===== config.mk =====
export PLATFORM = sky130hd
export DESIGN_NAME = hnm_ctrl
export DESIGN_NICKNAME = d
export VERILOG_FILES = /design/src/sv/hnm_pkg.sv /design/src/sv/hnm_ctrl.sv
export SDC_FILE = /design/constraint.sdc
export NUM_CORES = 1
export LEC_CHECK = 0
export ABC_AREA = 1
export BUFFER_PORTS_ARGS = -buffer_cell sky130_fd_sc_hd__buf_2
export CAP_MARGIN = 10
export CORE_MARGIN = 2
export CORE_UTILIZATION = 35
export DETAILED_ROUTE_END_ITERATION = 8
export PLACE_DENSITY = 0.61
export SLEW_MARGIN = 10
export SYNTH_ARGS = -nofsm -noshare
export SYNTH_HDL_FRONTEND = slang
export SYNTH_SLANG_ARGS = --single-unit

===== constraint.sdc =====
create_clock -name clk_i -period 3.8 [get_ports clk_i]
set_input_delay 0.76 -clock clk_i [delete_from_list [all_inputs] [get_ports clk_i]]
set_output_delay 0.76 -clock clk_i [all_outputs]
set_load 0.01 [all_outputs]

===== src/sv/hnm_pkg.sv =====
// Shared types, constants and helpers for the height field normal map unit.
// No dependencies.
package hnm_pkg;

  localparam int unsigned MAX_SIDE_DEF  = 2048;
  localparam logic [11:0] GRID_SIDE_RST = 12'd1025;
  localparam int unsigned ZB            = 17;  // unit z scaled by 2^ZB
  localparam int unsigned FRAC          = 15;  // output fraction bits
  localparam int unsigned QB            = 17;  // quotient bits per division

  localparam logic [1:0] RD_XA = 2'd0;
  localparam logic [1:0] RD_XB = 2'd1;
  localparam logic [1:0] RD_YA = 2'd2;
  localparam logic [1:0] RD_YB = 2'd3;

  localparam logic [1:0] CMP_X = 2'd0;
  localparam logic [1:0] CMP_Y = 2'd1;
  localparam logic [1:0] CMP_Z = 2'd2;

  typedef struct packed {
    logic       accept;
    logic       pick;
    logic [1:0] pick_idx;
    logic       last;
    logic       rd_en;
    logic [1:0] rd_sel;
    logic       cap_en;
    logic [1:0] cap_sel;
    logic       mul_en;
    logic       mul_sel;
    logic       sqx;
    logic       sqy;
    logic       sum;
    logic       sqrt_step;
    logic       div_init;
    logic       div_step;
    logic       div_fin;
    logic [1:0] div_sel;
  } hnm_cmd_t;

  typedef struct packed {
    logic e_emit;
    logic e_lastcol;
    logic e_lastrow;
  } hnm_sts_t;

  function automatic logic [1:0] slot_inc(input logic [1:0] s);
    logic [1:0] r;
    case (s)
      2'd0:    r = 2'd1;
      2'd1:    r = 2'd2;
      default: r = 2'd0;
    endcase
    return r;
  endfunction

  function automatic logic [1:0] slot_dec(input logic [1:0] s);
    logic [1:0] r;
    case (s)
      2'd1:    r = 2'd0;
      2'd2:    r = 2'd1;
      default: r = 2'd2;
    endcase
    return r;
  endfunction

endpackage


===== src/sv/hnm_ctrl.sv =====
// Controller: sequences requests per item, reads, arithmetic steps and
// the output handshake. Depends on hnm_pkg.
module hnm_ctrl
  import hnm_pkg::*;
#(
  parameter int unsigned MAX_SIDE = MAX_SIDE_DEF
) (
  input  logic     clk_i,
  input  logic     rst_ni,
  input  logic     height_valid_i,
  output logic     height_ready_o,
  output logic     normal_valid_o,
  input  logic     normal_ready_i,
  input  hnm_sts_t sts_i,
  output hnm_cmd_t cmd_o
);

  localparam int unsigned NW   = $clog2(MAX_SIDE + 1);
  localparam int unsigned RW   = 18 + NW;
  localparam int unsigned CNTW = $clog2(RW + QB + 5);

  typedef enum logic [12:0] {
    S_IDLE = 13'b0000000000001,
    S_PICK = 13'b0000000000010,
    S_READ = 13'b0000000000100,
    S_MULX = 13'b0000000001000,
    S_MULY = 13'b0000000010000,
    S_SQX  = 13'b0000000100000,
    S_SQY  = 13'b0000001000000,
    S_SUM  = 13'b0000010000000,
    S_SQRT = 13'b0000100000000,
    S_DIVI = 13'b0001000000000,
    S_DIVS = 13'b0010000000000,
    S_DIVF = 13'b0100000000000,
    S_OUT  = 13'b1000000000000
  } hnm_state_e;

  hnm_state_e      state_q, state_d;
  logic [3:0]      mask_q, mask_d, low;
  logic [CNTW-1:0] cnt_q, cnt_d;
  logic [1:0]      comp_q, comp_d, idx;

  always_comb begin
    if (mask_q[0]) begin
      idx = 2'd0; low = 4'b0001;
    end else if (mask_q[1]) begin
      idx = 2'd1; low = 4'b0010;
    end else if (mask_q[2]) begin
      idx = 2'd2; low = 4'b0100;
    end else begin
      idx = 2'd3; low = 4'b1000;
    end
  end

  assign height_ready_o = state_q == S_IDLE;
  assign normal_valid_o = state_q == S_OUT;

  always_comb begin
    state_d = state_q;
    mask_d  = mask_q;
    cnt_d   = cnt_q;
    comp_d  = comp_q;
    cmd_o   = '0;
    cmd_o.pick_idx = idx;
    cmd_o.last     = (mask_q & ~low) == 4'b0000;
    cmd_o.rd_sel   = cnt_q[1:0];
    cmd_o.cap_sel  = 2'(cnt_q - CNTW'(1));
    cmd_o.div_sel  = comp_q;
    case (state_q)
      S_IDLE: begin
        if (height_valid_i) begin
          cmd_o.accept = 1'b1;
          mask_d = {sts_i.e_emit & sts_i.e_lastcol & sts_i.e_lastrow,
                    sts_i.e_emit & sts_i.e_lastrow,
                    sts_i.e_emit & sts_i.e_lastcol,
                    sts_i.e_emit};
          state_d = sts_i.e_emit ? S_PICK : S_IDLE;
        end
      end
      S_PICK: begin
        cmd_o.pick = 1'b1;
        mask_d  = mask_q & ~low;
        cnt_d   = '0;
        state_d = S_READ;
      end
      S_READ: begin
        cmd_o.rd_en  = cnt_q < CNTW'(4);
        cmd_o.cap_en = cnt_q != '0;
        if (cnt_q == CNTW'(4)) begin
          state_d = S_MULX;
        end else begin
          cnt_d = cnt_q + CNTW'(1);
        end
      end
      S_MULX: begin
        cmd_o.mul_en = 1'b1;
        state_d = S_MULY;
      end
      S_MULY: begin
        cmd_o.mul_en  = 1'b1;
        cmd_o.mul_sel = 1'b1;
        state_d = S_SQX;
      end
      S_SQX: begin
        cmd_o.sqx = 1'b1;
        state_d = S_SQY;
      end
      S_SQY: begin
        cmd_o.sqy = 1'b1;
        state_d = S_SUM;
      end
      S_SUM: begin
        cmd_o.sum = 1'b1;
        cnt_d   = '0;
        state_d = S_SQRT;
      end
      S_SQRT: begin
        cmd_o.sqrt_step = 1'b1;
        if (cnt_q == CNTW'(RW - 1)) begin
          comp_d  = CMP_X;
          state_d = S_DIVI;
        end else begin
          cnt_d = cnt_q + CNTW'(1);
        end
      end
      S_DIVI: begin
        cmd_o.div_init = 1'b1;
        cnt_d   = '0;
        state_d = S_DIVS;
      end
      S_DIVS: begin
        cmd_o.div_step = 1'b1;
        if (cnt_q == CNTW'(QB - 1)) begin
          state_d = S_DIVF;
        end else begin
          cnt_d = cnt_q + CNTW'(1);
        end
      end
      S_DIVF: begin
        cmd_o.div_fin = 1'b1;
        if (comp_q == CMP_Z) begin
          state_d = S_OUT;
        end else begin
          comp_d  = comp_q + 2'd1;
          state_d = S_DIVI;
        end
      end
      S_OUT: begin
        if (normal_ready_i) begin
          state_d = (mask_q != 4'b0000) ? S_PICK : S_IDLE;
        end
      end
      default: begin
        state_d = S_IDLE;
      end
    endcase
  end

  always_ff @(posedge clk_i or negedge rst_ni) begin
    if (!rst_ni) begin
      state_q <= S_IDLE;
      mask_q  <= '0;
      cnt_q   <= '0;
      comp_q  <= CMP_X;
    end else begin
      state_q <= state_d;
      mask_q  <= mask_d;
      cnt_q   <= cnt_d;
      comp_q  <= comp_d;
    end
  end

endmodule


Word-level counts from Yosys, hierarchy flattened. Index checks and enable logic that the tools add are counted.

Register bits: 25. Output and inout bits: 24.

Add/subtract/negate cells: 3. $lt $le $gt $ge: 1. Eq/ne operators: 26. Multiplexer cells: 38. Bitwise logic cells: 5. Reductions and logical operators: 12.

Operators by type and width (count): 13-bit case mux with 13 select lines (1); 13-bit two-way mux (6); 6-bit case mux with 4 select lines (1); 6-bit two-way mux (3); 4-bit two-way mux (4); 2-bit inequality test, second input constant (8); 1-bit two-way mux (15); 13-bit by 1-bit == test with 1-bit output, second input constant (1); 13-bit by 10-bit == test with 1-bit output, second input constant (1); 13-bit by 11-bit == test with 1-bit output, second input constant (1); 13-bit by 12-bit == test with 1-bit output, second input constant (1); 13-bit == test, second input constant (1); 13-bit by 2-bit == test with 1-bit output, second input constant (1); 13-bit by 3-bit == test with 1-bit output, second input constant (1); 13-bit by 4-bit == test with 1-bit output, second input constant (1); 13-bit by 5-bit == test with 1-bit output, second input constant (1); 13-bit by 6-bit == test with 1-bit output, second input constant (1); 13-bit by 7-bit == test with 1-bit output, second input constant (1); 13-bit by 8-bit == test with 1-bit output, second input constant (1); 13-bit by 9-bit == test with 1-bit output, second input constant (1); 6-bit by 5-bit == test with 1-bit output, second input constant (2); 2-bit two-way mux (6); 4-bit case mux with 2 select lines (1); 4-bit nonzero test (2); 20 further kinds (23).

Longest topological paths before layout. Gate-level depths: netlist of run 1.

Depth after elaboration: 6. Mapped depth: 12.

Least setup slack after synthesis of run 1. Ideal clock, no wire load.

Path kind: register to output. From: register state_q[11]. To: output cmd_o[7] (netlist name). Arrival: 1308 ps. Required time: 3040 ps. Path slack: 1732 ps. Cell stages (with the launch flop): 6. Path through: dfrtp_1 nor2_4 nand3_1 nor2_1 inv_1 nor4_1.

RTL lines: from (decl) (line hnm_ctrl.sv:38) `hnm_state_e state_q, state_d;`; from (signal assigned) (line hnm_ctrl.sv:166) `state_q <= state_d;`; to (decl) (line hnm_ctrl.sv:15) `output hnm_cmd_t cmd_o`.

==> results of run 1 <==
-- registers in the layout (all words and copies together), names as in the netlist --
signal and count:
cnt_q 6, comp_q 2, mask_q 4, state_q 13
-- worst min-delay path by stage --
stage	start	to	depth (start not counted)	slack, ns
after floorplan	rst_ni	cnt_q[0]$_DFFE_PN0P_	0	0.46
after global placement	comp_q[0]$_DFFE_PN0P_	comp_q[0]$_DFFE_PN0P_	1	0.52
after detailed placement	comp_q[0]$_DFFE_PN0P_	comp_q[0]$_DFFE_PN0P_	1	0.52
after CTS	rst_ni	cnt_q[4]$_DFFE_PN0P_	1	0.50
after global routing	rst_ni	cnt_q[4]$_DFFE_PN0P_	1	0.51
final	rst_ni	comp_q[0]$_DFFE_PN0P_	1	0.48
-- synth_stat cells (4+ instances only) --
library cell | count | area share (%)
dfrtp_1 | 24 | 33
ha_1 | 4 | 2.8
inv_1 | 48 | 9.9
nand2_1 | 57 | 12
nand2_2 | 8 | 2.8
nand2_4 | 6 | 3.7
nand3_1 | 25 | 6.9
nor2_1 | 30 | 6.2
nor2_2 | 7 | 2.4
nor2_4 | 5 | 3.1
nor4_1 | 4 | 1.4
o21ai_0 | 7 | 1.9
o21ai_2 | 4 | 1.9
-- power breakdown --
| group | internal (uW) | leakage, uW | switching (uW) |
|---|---|---|---|
| sequential | 335 | 0.000315 | 72.3 |
| clock | 75.2 | 0.0000228 | 86.3 |
| combinational | 229 | 0.000894 | 399 |
-- cells by family (layout without fill, tap and decap cells) --
group | Yosys count | after routing | synth area share (%)
adders and majority gates | 4 | 4 | 2.75
and+or+nand+nor | 153 | 153 | 43.5
DFF | 25 | 25 | 34.5
buffers and inverters | 53 | 84 | 11.4
xor gates and xnor gates | 3 | 3 | 1.45
AOI/OAI and AO/OA | 19 | 19 | 6.40
-- stage by stage --
| stage | setup slack, ns | total power (uW) | hold slack [ns] | std cells |
|---|---|---|---|---|
| after detailed placement | 1.64 | 1050 | 0.517 | 354 |
| after floorplan | 1.73 | 896 | 0.464 | 257 |
| after global placement | 1.69 | 1040 | 0.515 | 354 |
| final | 1.37 | 1200 | 0.476 | 358 |
| after global routing | 1.17 | 1320 | 0.510 | 358 |
| after CTS | 1.34 | 1210 | 0.503 | 358 |
-- critical path: cells and delay by family, from the launching register on --
kind / cells / cell delay [ns]
simple gates: 4 / 0.70
flops: 1 / 0.43
buf+inv: 2 / 0.26
-- routing by layer --
metal | vias up | part of all wire (%)
li1 | 856 | -
met1 | 722 | 48
met2 | 27 | 47
met3 | 8 | 2.5
met4 | 0 | 2.2
met5 | - | 0
-- area by class of cell --
class / instances / share of cell area (%)
Multi-Input combinational cell: 179 / 47.3
Sequential cell: 25 / 30.1
Inverter: 50 / 9.02
Timing Repair Buffer: 30 / 7.22
Tap cell: 70 / 4.21
Clock buffer: 4 / 2.16
==> impl_metrics.json, run 1 <==
{
  "end_kind": "output pin",
  "die-area_mm2": 0.00579,
  "antenna_found_initial": 0,
  "routedWlPerCell_um": 11.0,
  "leakage_uw": 0.00123,
  "cts-resized-gates": 0,
  "final_area_mm2": 0.00208,
  "status": "complete, no violations",
  "reg2reg_depth": 11,
  "startpoint": "state_q[11]$_DFFE_PN0P_",
  "antenna_left": 0,
  "maxSlewHeadroom_pct": 61.6,
  "final.setup.tns_ns": 0,
  "nets": 300,
  "cp-start-kind": "register",
  "syn_inst": 257,
  "worstHoldPathType": "in -> async",
  "place_hpwl_um": 3160,
  "ir_drop_v": 0.000232,
  "fmax_mhz": 412,
  "first_pass_iters": 4,
  "final_common_cell": "nand2_1",
  "clk_pin_slew_ns": 0.09,
  "maxCapViolCount": 0,
  "grt_pass1_wl_um": 6560,
  "synthDistinctLibCells": 29,
  "grt_max_degree": 26,
  "hold_violations": 0,
  "setup_viol": 0,
  "worst_r2r_endpoint": "cnt_q[4]$_DFFE_PN0P_",
  "fin_util_pct": 41.0,
  "ctsHoldBuffers": 0,
  "fp.dieW_um": 76.1,
  "drcViolationCount": 0,
  "cts_buffers": 3,
  "path_cells": "nor2_4, nand3_1, nor2_1, inv_1, nor4_1, buf_2",
  "areaGrowthSynthToFinish_pct": 14.5,
  "layout-drive-gt1-share_pct": 24.3,
  "synth_warnings": 0,
  "fill_cells": 550,
  "overflow": 0,
  "cp_slowest_cell": "dfrtp_1",
  "reg2reg_slack_ns": 2.07,
  "r2r_start": "state_q[0]$_DFFE_PN1P_",
  "clock-sinks": 25,
  "synth_edf_count": 0,
  "worstPathRequired_ns": 3.04,
  "post_cts_buffers": 0,
  "worst_pin_slew_ns": 0.576,
  "ys_seq_area_share_pct": 34.5,
  "syn_nets": 268,
  "place.gp.congestion": 0.855,
  "rsz0062_at_grt": "no",
  "critPathKind": "reg -> out",
  "grt-busiest-layer": "met2",
  "synth.cell_area_mm2": 0.00182,
  "htree_levels": 1,
  "die_y_um": 76.1,
  "core_mm2": 0.00507,
  "vias": 1613,
  "regArea_um2": 627,
  "io_pins": 31,
  "start_util_pct": 35.8,
  "placed_area_mm2": 0.00204,
  "multi_input_area_um2": 983,
  "fin_crit_ns": 2.43,
  "critPathCapture": "cmd_o[8]",
  "cts_buffer_depth": 2,
  "arrival_ns": 1.67,
  "final_cell_mix": "nand2_1, inv_1, nor2_1, buf_2, nand3_1",
  "cts_tree": "yes",
  "p_per_area_mw_per_mm2": 575,
  "finalCritPeriodShare_pct": 63.9,
  "ys.flop_type": "dfrtp_1",
  "path_max_fanout": 4,
  "vias_per_cell": 4.51,
  "row_count": 26,
  "synthArstFlopShare_pct": 100,
  "drt-initial-drc-count": 76,
  "diodes": 0,
  "slowest_delay_ns": 0.43,
  "syn_area_per_cell_um2": 7.07,
  "yosys_register_bits": 25,
  "grtUsageMet1_pct": 18.2,
  "drt_wl_total_um": 3920,
  "grt_usage_pct": 14.0,
  "clk_latency_ns": 0.27,
  "grt_use_met2_pct": 23.2,
  "grt_pass1_vias": 1468,
  "portBuffers": 30,
  "drv_slew": 0,
  "skew_ns": 0.00285,
  "met3_usage_pct": 1.90,
  "clockRootBuffer": "clkbuf_8"
}
(Power assumes the default switching activity.)
==> run 2: changes to the inputs <==
Settings changed: PLACE_DENSITY 0.61 to 0.63.
Clock period 3.8 ns to 2.1 ns, I/O delays scaled along.
==> run 2 against run 1 <==
Against the previous run: worst hold slack worse by 0.35 ns; via count up 2.2%; core utilization up 0.96 points; final cell count up 0.84%; clock skew up 0.0016 ns; sequential power up 83%; clock power up 85%; cell area up 2.3%; register-to-register slack worse by 1.7 ns; count of clock-buffer cells in the layout down 1; wire length up 3.6%; flip-flop and latch count unchanged; critical endpoint is now cmd_o[13].
==> impl_metrics.json, run 2 (synthesis results as in run 1) <==
{
  "regMostFlops": "state_q",
  "finalCritPeriodShare_pct": 98.5,
  "grt_pass1_vias": 1595,
  "layout-drive-gt1-share_pct": 27.8,
  "nets": 303,
  "r2r_start": "state_q[0]$_DFFE_PN1P_",
  "areaGrowthSynthToFinish_pct": 17.1,
  "htree_levels": 1,
  "startpoint": "state_q[11]$_DFFE_PN0P_",
  "grt_pass1_wl_um": 7020,
  "clockRootBuffer": "clkbuf_8",
  "met1_length_um": 1830,
  "hold_violations": 0,
  "setup_viol": 0,
  "die-area_mm2": 0.00579,
  "final_cell_mix": "nand2_1, inv_1, buf_2",
  "place.gp.congestion": 0.813,
  "skew_ns": 0.00443,
  "path_max_fanout": 7,
  "arrival_ns": 1.65,
  "maxSlewHeadroom_pct": 61.9,
  "routedWlPerCell_um": 11.3,
  "fp.dieW_um": 76.1,
  "clock-sinks": 25,
  "cts_buffer_depth": 2,
  "first_pass_iters": 4,
  "fin_util_pct": 42.0,
  "drt_wl_total_um": 4070,
  "preCtsSetupSlack_ns": 0.299,
  "dr_wl_met3_um": 77,
  "highest_layer": "met4",
  "end_kind": "output pin",
  "drcViolationCount": 0,
  "io_pins": 31,
  "critPathKind": "reg -> out",
  "grt_usage_pct": 14.8,
  "place_hpwl_um": 3260,
  "worstPathRequired_ns": 1.68,
  "antenna_found_initial": 0,
  "worstHoldPathType": "in -> async",
  "drv_slew": 0,
  "ir_drop_v": 0.000464,
  "rsz0062_at_grt": "yes",
  "fill_cells": 553,
  "die_y_um": 76.1,
  "cts_tree": "yes",
  "clk_latency_ns": 0.28,
  "setup_ws_ns": 0.0321,
  "vias_per_cell": 4.57,
  "worst_pin_slew_ns": 0.572,
  "largest_register_ffs": 13,
  "grt_max_degree": 26,
  "clk_pin_slew_ns": 0.09,
  "row_count": 26,
  "fmax_mhz": 484,
  "leakage_uw": 0.00126,
  "diodes": 0,
  "timing.hold.ws_ns": 0.126,
  "cp-start-kind": "register",
  "largest_registers": "state_q: 13 flops, cnt_q: 6 flops, mask_q: 4 flops",
  "overflow": 0,
  "fin_crit_ns": 2.07,
  "antenna_left": 0,
  "final.setup.tns_ns": 0,
  "core_mm2": 0.00507,
  "p_per_area_mw_per_mm2": 1050,
  "vias": 1648,
  "final_common_cell": "nand2_1",
  "cts_buffers": 3,
  "wl_met2_um": 2020,
  "status": "complete, no violations",
  "maxCapViolCount": 0,
  "drt-initial-drc-count": 62,
  "portBuffers": 30,
  "start_util_pct": 35.8
}
==> run 2: cell count changes in the layout (fill, tap and decap cells not counted), sizes merged <==
cell    change
buf         +3
clkbuf      -1
clkinv      +1
==> run 2: layout make-up <==
cell class / count / area, um2 / area share [%]
Multi-Input combinational cell: 179 / 1000 / 47.1
Inverter: 50 / 190 / 8.93
Sequential cell: 25 / 629 / 29.6
Timing Repair Buffer: 33 / 173 / 8.11
Tap cell: 70 / 87.6 / 4.11
Clock buffer: 3 / 41.3 / 1.94
Clock inverter: 1 / 5.00 / 0.235
==> run 2: routing by layer <==
| layer | vias to the layer above | GRT usage (%) |
|---|---|---|
| li1 | 862 | - |
| met1 | 755 | 17.8 |
| met2 | 19 | 26.3 |
| met3 | 12 | 1.42 |
| met4 | 0 | 7.64 |
| met5 | - | 0 |
==> run 2: worst paths after layout <==
path,endpoint,slack (ns),cells after the start
max in group asynchronous,state_q[7]$_DFFE_PN0P_,1.56,1
worst max-delay path,cmd_o[13],0.03,6
min in group clk_i,mask_q[2]$_DFFE_PN0P_,0.39,3
worst max register to register,cnt_q[3]$_DFFE_PN0P_,0.37,11
worst min-delay path,cnt_q[5]$_DFFE_PN0P_,0.13,1
worst min register to register,comp_q[0]$_DFFE_PN0P_,0.52,1
==> run 2: power by group <==
group          internal [uW]  switching, uW
clock                    133            166
sequential               606            137
combinational            461            741
total                   1200           1040
==> run 2: critical path, cell delays in order, from the launching register on <==
cell and delay [ns]:
dfrtp_1 0.42, nor2_4 0.18, nand2_2 0.09, nor2_4 0.20, nand3b_2 0.14, a31oi_1 0.17
buf_2 0.16
==> run 2: through the flow <==
step / total power, uW / cells / cell area (um2)
after global placement: 1890 / 354 / 2040
after global routing: 2450 / 361 / 2130
after CTS: 2200 / 358 / 2090
after floorplan: 1620 / 257 / 1820
final: 2240 / 361 / 2130
after detailed placement: 1900 / 354 / 2040
==> run 2: timing repair <==
item,4_1_cts,5_1_grt
endpoints found under the hold margin,0,0
setup endpoints to repair,2,10
setup buffers,0,3
resized for setup,1,8
pin swaps,0,2
hold buffers,0,0
